## src/swm_pkg.sv

```systemverilog
`timescale 1ns / 1ps
// ----------------------------------------------------------------------------
// sliding window maximum package
// shared widths and constants of the sliding window maximum block
// ----------------------------------------------------------------------------
package swm_pkg;

  localparam int unsigned SAMPLE_BITS = 32;
  localparam int unsigned MAX_WINDOW  = 64;
  localparam int unsigned ADDR_W      = $clog2(MAX_WINDOW);
  localparam int unsigned SIZE_W      = $clog2(MAX_WINDOW + 1);

  localparam logic [SIZE_W-1:0] WINDOW_SIZE_RESET = SIZE_W'(16);

endpackage

```

## src/sliding_window_maximum.sv

```systemverilog
`timescale 1ns / 1ps
// ----------------------------------------------------------------------------
// sliding window maximum
// running maximum over the last window_size samples, kept in a ring store
// ----------------------------------------------------------------------------
// an item passes check, then emit, which loads the output register, unless
// the window is still short of full; a rescan of the k samples, k being the
// effective size (1..64), comes between when the maximum leaves the window;
// one item at a time, taken in idle; a stalled result keeps the block in emit
// reset: control state cleared, window_size back to 16, window empty;
// store contents are undefined until written
module sliding_window_maximum (
  input  logic                           clk_i,
  input  logic                           rst_ni,
  // configuration write channel
  input  logic                           cfg_valid_i,
  output logic                           cfg_ready_o,
  input  logic [swm_pkg::SIZE_W-1:0]     window_size_i,
  // sample channel
  input  logic                           in_valid_i,
  output logic                           in_ready_o,
  input  logic [swm_pkg::SAMPLE_BITS-1:0] sample_i,
  input  logic                           start_of_sequence_i,
  // result channel
  output logic                           out_valid_o,
  input  logic                           out_ready_i,
  output logic [swm_pkg::SAMPLE_BITS-1:0] window_max_o
);
  import swm_pkg::*;

  typedef enum logic [2:0] {
    ST_IDLE,   // waiting for an item or a configuration write
    ST_CHECK,  // departing sample available from the store
    ST_SCAN,   // rescanning the window through the read port
    ST_EMIT    // handing the maximum to the output register
  } state_e;

  // window store: one write and one read port, registered read data
  logic [SAMPLE_BITS-1:0] store_mem [MAX_WINDOW];
  logic [SAMPLE_BITS-1:0] rd_data_q;
  logic                   mem_we;
  logic [ADDR_W-1:0]      mem_raddr;

  state_e                 state_d, state_q;
  logic [SIZE_W-1:0]      win_size_d, win_size_q;
  logic [ADDR_W-1:0]      wr_ptr_d, wr_ptr_q;       // ring position of next sample
  logic [ADDR_W-1:0]      cur_ptr_d, cur_ptr_q;     // ring position of item in flight
  logic [SIZE_W-1:0]      fill_d, fill_q;
  logic [SAMPLE_BITS-1:0] cur_max_d, cur_max_q;
  logic [SAMPLE_BITS-1:0] sample_d, sample_q;
  logic [SIZE_W-1:0]      scan_idx_d, scan_idx_q;
  logic                   scan_pend_d, scan_pend_q;  // read data of the scan due
  logic                   out_valid_d, out_valid_q;
  logic [SAMPLE_BITS-1:0] out_data_d, out_data_q;

  // effective window length: zero reads as one, large values saturate
  logic [SIZE_W-1:0]      win_len;
  // position and fill seen by a new item, after an optional start of sequence
  logic [ADDR_W-1:0]      ptr_base;
  logic [ADDR_W-1:0]      ptr_eff;
  logic [ADDR_W-1:0]      ptr_next;
  logic                   in_fire;
  logic                   cfg_fire;
  logic                   out_free;

  always_comb begin
    if (win_size_q == '0) begin
      win_len = SIZE_W'(1);
    end else if (win_size_q > SIZE_W'(MAX_WINDOW)) begin
      win_len = SIZE_W'(MAX_WINDOW);
    end else begin
      win_len = win_size_q;
    end
  end

  assign ptr_base = start_of_sequence_i ? '0 : wr_ptr_q;
  assign ptr_eff  = ({1'b0, ptr_base} >= win_len) ? '0 : ptr_base;
  assign ptr_next = (({1'b0, ptr_eff} + SIZE_W'(1)) >= win_len) ? '0 : ptr_eff + ADDR_W'(1);

  // a configuration write takes priority over a waiting item
  assign cfg_ready_o = (state_q == ST_IDLE);
  assign in_ready_o  = (state_q == ST_IDLE) && !cfg_valid_i;
  assign cfg_fire    = cfg_valid_i && cfg_ready_o;
  assign in_fire     = in_valid_i && in_ready_o;
  assign out_free    = !out_valid_q || out_ready_i;

  // the read port serves the departing sample at accept and the rescan after
  assign mem_raddr = (state_q == ST_SCAN) ? scan_idx_q[ADDR_W-1:0] : ptr_eff;
  assign mem_we    = (state_q == ST_CHECK);

  always_comb begin
    state_d     = state_q;
    win_size_d  = win_size_q;
    wr_ptr_d    = wr_ptr_q;
    cur_ptr_d   = cur_ptr_q;
    fill_d      = fill_q;
    cur_max_d   = cur_max_q;
    sample_d    = sample_q;
    scan_idx_d  = scan_idx_q;
    scan_pend_d = 1'b0;
    out_valid_d = out_valid_q;
    out_data_d  = out_data_q;

    if (out_valid_q && out_ready_i) begin
      out_valid_d = 1'b0;
    end

    unique case (state_q)
      ST_IDLE: begin
        if (cfg_fire) begin
          // new size empties the window
          win_size_d = window_size_i;
          fill_d     = '0;
          wr_ptr_d   = '0;
          cur_max_d  = '0;
        end else if (in_fire) begin
          sample_d  = sample_i;
          cur_ptr_d = ptr_eff;
          wr_ptr_d  = ptr_next;
          if (start_of_sequence_i) begin
            fill_d    = '0;
            cur_max_d = '0;
          end
          state_d = ST_CHECK;
        end
      end

      ST_CHECK: begin
        if (fill_q < win_len) begin
          // window still filling
          fill_d = fill_q + SIZE_W'(1);
          if (sample_q > cur_max_q) begin
            cur_max_d = sample_q;
          end
          state_d = ((fill_q + SIZE_W'(1)) == win_len) ? ST_EMIT : ST_IDLE;
        end else if (cur_max_q < sample_q) begin
          cur_max_d = sample_q;
          state_d   = ST_EMIT;
        end else if (cur_max_q != rd_data_q) begin
          // maximum still inside the window
          state_d = ST_EMIT;
        end else begin
          // maximum leaves the window: rescan from zero
          cur_max_d  = '0;
          scan_idx_d = '0;
          state_d    = ST_SCAN;
        end
      end

      ST_SCAN: begin
        if (scan_pend_q && (rd_data_q > cur_max_q)) begin
          cur_max_d = rd_data_q;
        end
        if (scan_idx_q < win_len) begin
          scan_idx_d  = scan_idx_q + SIZE_W'(1);
          scan_pend_d = 1'b1;
        end else if (!scan_pend_q) begin
          state_d = ST_EMIT;
        end
      end

      ST_EMIT: begin
        if (out_free) begin
          out_valid_d = 1'b1;
          out_data_d  = cur_max_q;
          state_d     = ST_IDLE;
        end
      end

      default: state_d = ST_IDLE;
    endcase
  end

  always_ff @(posedge clk_i or negedge rst_ni) begin
    if (!rst_ni) begin
      state_q     <= ST_IDLE;
      win_size_q  <= WINDOW_SIZE_RESET;
      wr_ptr_q    <= '0;
      fill_q      <= '0;
      cur_max_q   <= '0;
      scan_pend_q <= 1'b0;
      out_valid_q <= 1'b0;
    end else begin
      state_q     <= state_d;
      win_size_q  <= win_size_d;
      wr_ptr_q    <= wr_ptr_d;
      fill_q      <= fill_d;
      cur_max_q   <= cur_max_d;
      scan_pend_q <= scan_pend_d;
      out_valid_q <= out_valid_d;
    end
  end

  // payload registers
  always_ff @(posedge clk_i) begin
    cur_ptr_q  <= cur_ptr_d;
    sample_q   <= sample_d;
    scan_idx_q <= scan_idx_d;
    out_data_q <= out_data_d;
  end

  // window store
  always_ff @(posedge clk_i) begin
    if (mem_we) begin
      store_mem[cur_ptr_q] <= sample_q;
    end
    rd_data_q <= store_mem[mem_raddr];
  end

  assign out_valid_o  = out_valid_q;
  assign window_max_o = out_data_q;

endmodule

```

## config.mk

```make
export PLATFORM = sky130hd
export DESIGN_NAME = sliding_window_maximum
export DESIGN_NICKNAME = d
export VERILOG_FILES = /design/src/swm_pkg.sv /design/src/sliding_window_maximum.sv
export SDC_FILE = /design/constraint.sdc
export NUM_CORES = 2
export LEC_CHECK = 0
export ABC_AREA = 1
export BUFFER_PORTS_ARGS = -buffer_cell sky130_fd_sc_hd__buf_2
export CAP_MARGIN = 20
export CORE_MARGIN = 10
export CORE_UTILIZATION = 30
export CTS_CLUSTER_SIZE = 40
export DETAILED_ROUTE_END_ITERATION = 8
export REMOVE_ABC_BUFFERS = 1
export SLEW_MARGIN = 20
export SYNTH_ARGS = -nofsm -noshare
export SYNTH_HDL_FRONTEND = slang
export SYNTH_SLANG_ARGS = --single-unit
```

## constraint.sdc

```tcl
create_clock -name clk_i -period 5.7 [get_ports clk_i]
set_input_delay 1.14 -clock clk_i [delete_from_list [all_inputs] [get_ports clk_i]]
set_output_delay 1.14 -clock clk_i [all_outputs]
set_load 0.01 [all_outputs]
```

# Word level (Yosys, flattened, before mapping)
# Memories as Yosys holds them, arrays and structs flattened. A register that Yosys moved wholly into a read port is not among the register bits.
# Index checks and enable logic that the tools add are counted.
# W data, S select, Z words.
# word_totals
out_inout_bits	35
register_bits	134
word_cells	111
mem_bits_rw	2048
in_bits	45
n_memories	1
# memory_table
name	words	width	read_ports	rd_clocked_by_memory_dff	wr	line_no	rtl
store_mem	64	32	1	1	1	sliding_window_maximum.sv:39	logic [SAMPLE_BITS-1:0] store_mem [MAX_WINDOW];
# classes
bitwise_logic	1
eq_ne	20
reduce_logical	22
addsub	4
n_lt_le_gt_ge	8
muxes	44
# ops
operator	n
$mux W32	8
$pmux W32 S3	1
$mux W7	10
$gt A32 B32 Y1	2
$mux W6	6
$lt A32 B32 Y1	1
$ne A32 B32 Y1	1
$pmux W7 S2	2
$mux W3	5
$add A7 B1 Y7 const B	2
$lt A7 B7 Y1	2
$ne A2 B2 Y1 const B	7
$pmux W3 S4	1
$reduce_and A5 Y1	2
$mux W1	9
$ne A2 B1 Y1 const B	4
$add A6 B1 Y7 const B	1
$eq A7 B7 Y1	1
$ge A6 B7 Y1	1
$ge A7 B7 Y1	1
$gt A7 B7 Y1 const B	1
$logic_not A7 Y1	1
$add A6 B1 Y6 const B	1
$eq A3 B2 Y1 const B	2
16 further kinds	27

# Logic depth before layout (Yosys ltp)
# logic_depth
word_depth	10
depth_mapped	24

# Least setup slack after synthesis
# OpenSTA, ideal clock, no wires.
# synth_path
path_type	input -> register
start	input port start_of_sequence_i
end	register wr_ptr_q[0]
slack_ns	1.664
path_buffers	1
required_ns	5.602
stages	22
setup_time_ns	0.098
t_arrival_ns	3.938
cell_sequence	buf_4 > nor2_1 > ha_1 > nand2_1 > nor2_2 > nand2_1 > nor2_2 > nor2_4 > nand3_2 > inv_1 > ha_1 > or2_2 > nand2_1 > inv_1 > ha_1 > o21a_1 > o21a_1 > o21ai_0 > nand2_1 > nand3_1 > nand3_1 > o22ai_1
# synth_via
elab_chain_cells	8
word_cells_on_any_way	9
# synth_rtl
element	line_no	rtl
from (decl)	sliding_window_maximum.sv:23	input logic start_of_sequence_i,
$mux W6 *	sliding_window_maximum.sv:76	assign ptr_base = start_of_sequence_i ? '0 : wr_ptr_q;
$ge A6 B7 Y1	sliding_window_maximum.sv:77	assign ptr_eff = ({1'b0, ptr_base} >= win_len) ? '0 : ptr_base;
$mux W6 *	sliding_window_maximum.sv:77	
via ptr_eff[0]	sliding_window_maximum.sv:60	logic [ADDR_W-1:0] ptr_eff;
$add A6 B1 Y7	sliding_window_maximum.sv:78	assign ptr_next = (({1'b0, ptr_eff} + SIZE_W'(1)) >= win_len) ? '0 : ptr_eff + ADDR_W'(1);
$ge A7 B7 Y1	sliding_window_maximum.sv:78	
$mux W6 *	sliding_window_maximum.sv:78	
$mux W6 *	sliding_window_maximum.sv:116	end else if (in_fire) begin
$mux W6 *	sliding_window_maximum.sv:110	if (cfg_fire) begin
to (signal assigned)	sliding_window_maximum.sv:186	wr_ptr_q <= wr_ptr_d;
to (decl)	sliding_window_maximum.sv:46	logic [ADDR_W-1:0] wr_ptr_d, wr_ptr_q;
# The timed path passes the listed nets; every way through them passes the cells marked *. The select of a mux whose other input is x is not followed.
# A chain may end at the register's enable or synchronous reset.

# Final worst setup path
# layout_path
start	register win_size_q[6]
end	register rd_data_q[18], read port of store_mem
# layout_via
elab_chain_cells	6
word_cells_on_any_way	7
# layout_rtl
element	line_no	rtl
from (decl)	sliding_window_maximum.sv:45	logic [SIZE_W-1:0] win_size_d, win_size_q;
from (signal assigned)	sliding_window_maximum.sv:185	win_size_q <= win_size_d;
$gt A7 B7 Y1	sliding_window_maximum.sv:69	end else if (win_size_q > SIZE_W'(MAX_WINDOW)) begin
$mux W7	sliding_window_maximum.sv:69	
$mux W7 *	sliding_window_maximum.sv:67	if (win_size_q == '0) begin
$ge A6 B7 Y1 *	sliding_window_maximum.sv:77	
$mux W6 *	sliding_window_maximum.sv:77	
via ptr_eff[2]	sliding_window_maximum.sv:60	
$mux W6 *	sliding_window_maximum.sv:88	assign mem_raddr = (state_q == ST_SCAN) ? scan_idx_q[ADDR_W-1:0] : ptr_eff;
to (decl)	sliding_window_maximum.sv:40	logic [SAMPLE_BITS-1:0] rd_data_q;
# The timed path passes the listed nets; every way through them passes the cells marked *.

==> summary.log <==
[timing] final worst path period need 4580 ps
[route] mean number of vias per cell 5.04
[die] Die Outline Area 343000 um^2
[outcome] result of the run finished, final reports clean
[route] Wirelength per Cell 22.1 um
[setup_path] element type at the critical path end register
[timing] Sum Neg Setup Slack 0 ps
[placement] final weighted congestion in routability-driven placement 0.849
[logic_synthesis] Cell variety after synth 45
[logic_synthesis] ys flop type sky130_fd_sc_hd__edfxtp_1
[logic_synthesis] netlist area before placement 95900 um^2
[global_route] wire length of the first global-routing pass 423000 um
[run] number of maximum-capacitance violations 0
[setup_path] largest fanout of any net on the critical path 82
[cells_and_area] net count of the finished layout 8963
[cells_and_area] combined flip-flop and latch cell area 65900 um^2
[pwr] Pleak 0.0418 uW
[cells_and_area] number of fillers in the final layout 31371
[route] detailed-route DRC error count 0
[cells_and_area] Layout Area Growth over Synthesis 13.5%
[clock_tree] Resized Gates After CTS 0
[die] initial standard-cell utilization of the core 0.302
[placement] Buffers on Ports 79
[route] vias after detailed routing 66500
[global_route] global route total overflow 0
[global_route] vias in the first global route 61364
[route] violation count after the first detailed-route iteration 8675
[logic_synthesis] async set-or-reset flop fraction in the synthesized netlist 0.0253
[clock_tree] clock root cell sky130_fd_sc_hd__clkbuf_16
[cells_and_area] area occupied by multi-input gates 25500 um^2
[timing] Final Hold Viols 0
[clock_tree] Hold-fix buffers, CTS 0
[logic_synthesis] synthesized instance count 8873
[route] Post-DRT Antenna Nets 0
[setup_path] critical path data required time 6420 ps
[clock_tree] latest clock arrival within the worst-skew pair 880 ps
[clock_tree] Sinks on Clock Net 2213
[cells_and_area] most common library cell in the layout ignoring fill and taps sky130_fd_sc_hd__nand2_1
[timing] Slew Limit Headroom 0.273
[logic_synthesis] post-synthesis sequential area ratio 0.687
[clock_tree] Post-CTS Setup Repair Bufs 0
[setup_path] startpoint class of the critical path register
[clock_tree] level count of the clock H-tree 4
[cells_and_area] top library cells by usage in the layout, fill and taps aside 2695 x sky130_fd_sc_hd__nand2_1, 2208 x sky130_fd_sc_hd__nand3_1, 2125 x sky130_fd_sc_hd__edfxtp_1
[timing] unrepaired setup endpoints after global routing false
[logic_synthesis] synthesized area divided by synthesized cell count 10.8 um^2
[worst_hold_path] Hold/Removal Path Class primary input to register
[pwr] pwr dens 412 nW/um^2
[die] die span in x 585 um
[global_route] number of antenna violations at the first check in global routing 5
[clock_tree] buffers from clock root to sink, at most 3
[timing] ratio of final minimum period to clock period 0.803
[pwr] Max IR drop VDD 0.360 mV
[timing] Setup Viol. Count Final 0
[cells_and_area] share of final-layout standard cells stronger than drive strength 1 0.0797
[pwr] total design power 44800 uW
[timing] Tightest Pin Transition 1090 ps
[logic_synthesis] Post-synth EDFFs 2125
[global_route] global-route usage over all layers 0.163
[clock_tree] clock-pin slew on the worst setup and hold paths 60 ps
[logic_synthesis] Yosys Warn Count 0
[clock_tree] TritonCTS clock tree done
[route] Initial DRT Pass Iterations 6
[setup_path] critical path class register to register
[placement] sum of net half-perimeters after detailed placement 160000 um
[logic_synthesis] number of flip-flops and latches in the synthesized netlist 2213
[route] DRT Wirelength 291000 um
[die] area of the core 318000 um^2
[timing] f_max 0.218 GHz
[timing] number of pins with negative max-slew slack in the final report 0
[die] FP Rows 207
[global_route] pin count of the biggest net entering global routing 174
[die] overall die height 585 um
[setup_path] arrival time at the worst endpoint 5300 ps
[timing] largest clock skew in the final design 36.0 ps
[die] number of top-level design ports 80
[clock_tree] TritonCTS buffer count 220
[cells by family (layout without fill, tap and decap cells)]
group           Yosys count  in the layout  share of synthesized area
simple gates           5179           5179                      0.238
flops                  2213           2213                      0.687
buf+inv                1236           1380                     0.0538
compound gates          137            137                    0.00802
fa+ha+maj                96             96                     0.0125
xor+xnor                  6              6                   0.000548
mux                       6              6                   0.000704
other cells               0              5                          0
[worst max-delay path, stage by stage (launching register included)]
cell and delay (ps):
sky130_fd_sc_hd__dfrtp_1 460, sky130_fd_sc_hd__inv_2 220, sky130_fd_sc_hd__nand2_1 230, sky130_fd_sc_hd__ha_1 360, sky130_fd_sc_hd__a21oi_1 140, sky130_fd_sc_hd__o21ai_1 120, sky130_fd_sc_hd__nor2_4 160, sky130_fd_sc_hd__nand2_2 100
sky130_fd_sc_hd__nor2_4 170, sky130_fd_sc_hd__o21ai_4 120, sky130_fd_sc_hd__inv_8 370, sky130_fd_sc_hd__buf_12 530, sky130_fd_sc_hd__nand3_1 140, sky130_fd_sc_hd__nand3_1 120, sky130_fd_sc_hd__nand3_1 350, sky130_fd_sc_hd__nand3_1 560
sky130_fd_sc_hd__nand2_1 110
[metal layers]
| layer | GRT usage | up-vias | wire [um] |
|---|---|---|---|
| met3 | 0.0265 | 532 | 25700 |
| li1 | - | 30412 | - |
| met1 | 0.225 | 32512 | 120000 |
| met5 | 0 | - | 0 |
| met2 | 0.260 | 3044 | 134000 |
| met4 | 0.0567 | 0 | 10700 |
[metrics by stage]
| step | cell area (um^2) | instances | util | hold WS (ps) | worst slack (ps) |
|---|---|---|---|---|---|
| detailed placement | 102000 | 12780 | 0.320 | 536 | 658 |
| global route | 109000 | 13197 | 0.342 | 409 | 923 |
| floorplan | 93200 | 8301 | - | 467 | -16380 |
| global placement | 102000 | 12779 | 0.320 | 533 | 682 |
| CTS | 109000 | 13197 | 0.342 | 379 | 1150 |
| finish | 109000 | 13202 | 0.342 | 438 | 1120 |
[synthesized netlist by cell type (2+ instances only)]
cell type | n | area share
sky130_fd_sc_hd__nand2_1 | 2695 | 0.11
sky130_fd_sc_hd__nand3_1 | 2208 | 0.12
sky130_fd_sc_hd__edfxtp_1 | 2125 | 0.67
sky130_fd_sc_hd__inv_1 | 658 | 0.026
sky130_fd_sc_hd__buf_2 | 357 | 0.019
sky130_fd_sc_hd__clkbuf_1 | 169 | 0.0066
sky130_fd_sc_hd__nand3b_1 | 128 | 0.010
sky130_fd_sc_hd__nor2_1 | 105 | 0.0041
sky130_fd_sc_hd__ha_1 | 96 | 0.013
sky130_fd_sc_hd__dfrtp_1 | 55 | 0.014
sky130_fd_sc_hd__o21ai_0 | 52 | 0.0027
sky130_fd_sc_hd__a21oi_1 | 48 | 0.0025
sky130_fd_sc_hd__dfxtp_1 | 32 | 0.0067
sky130_fd_sc_hd__buf_1 | 31 | 0.0012
sky130_fd_sc_hd__o22ai_1 | 13 | 0.00085
sky130_fd_sc_hd__buf_4 | 11 | 0.00086
sky130_fd_sc_hd__nand4_1 | 11 | 0.00072
sky130_fd_sc_hd__nor3_1 | 10 | 0.00052
sky130_fd_sc_hd__inv_2 | 6 | 0.00023
sky130_fd_sc_hd__mux2_2 | 6 | 0.00070
sky130_fd_sc_hd__nor4_1 | 6 | 0.00039
sky130_fd_sc_hd__o21a_1 | 5 | 0.00039
sky130_fd_sc_hd__xor2_1 | 5 | 0.00046
sky130_fd_sc_hd__buf_6 | 4 | 0.00047
sky130_fd_sc_hd__nand2_2 | 4 | 0.00026
sky130_fd_sc_hd__a211oi_1 | 3 | 0.00023
sky130_fd_sc_hd__o21ai_1 | 3 | 0.00016
sky130_fd_sc_hd__or2_2 | 3 | 0.00020
sky130_fd_sc_hd__nand2_4 | 2 | 0.00023
sky130_fd_sc_hd__nand3_2 | 2 | 0.00021
sky130_fd_sc_hd__nor2_2 | 2 | 0.00013
sky130_fd_sc_hd__nor2_4 | 2 | 0.00023
sky130_fd_sc_hd__o211ai_1 | 2 | 0.00016
sky130_fd_sc_hd__o21ai_2 | 2 | 0.00018
sky130_fd_sc_hd__o221ai_1 | 2 | 0.00018
[power by group]
part,switching [uW],internal [uW]
sequential,483,18600
combinational,8300,3090
clock,6290,8000
total,15100,29700
[path summary, 6_finish.rpt]
kind	from	endpoint	slack, ps	depth (start not counted)
max reg2reg	win_size_q[6]	rd_data_q[18]	1120	16
max in group asynchronous	rst_ni	cur_max_q[12]	4600	2
min in group asynchronous	rst_ni	fill_q[2]	490	2
min reg2reg	win_size_q[0]	win_size_q[0]	550	1
max	win_size_q[6]	rd_data_q[18]	1120	16
min	sample_i[24]	sample_q[24]	440	1
[sequential cells by signal (all words and copies together), names as in the netlist]
name and flops:
rd_data_q 32, out_valid_o 1, win_size_q 7, cur_max_q 32, cur_ptr_q 6, fill_q 7, store_mem 2048, sample_q 32
wr_ptr_q 6, scan_idx_q 7, scan_pend_q 1, state_q 2, window_max_o 32
[layout make-up]
class	instances	share of cell area
Antenna cell	5	0.000115
Clock buffer	292	0.0552
Clock inverter	125	0.00963
Inverter	664	0.0231
Multi-Input combinational cell	5424	0.234
Sequential cell	2213	0.605
Tap cell	4180	0.0480
Timing Repair Buffer	299	0.0250
Power figures use the tool's default switching activity.
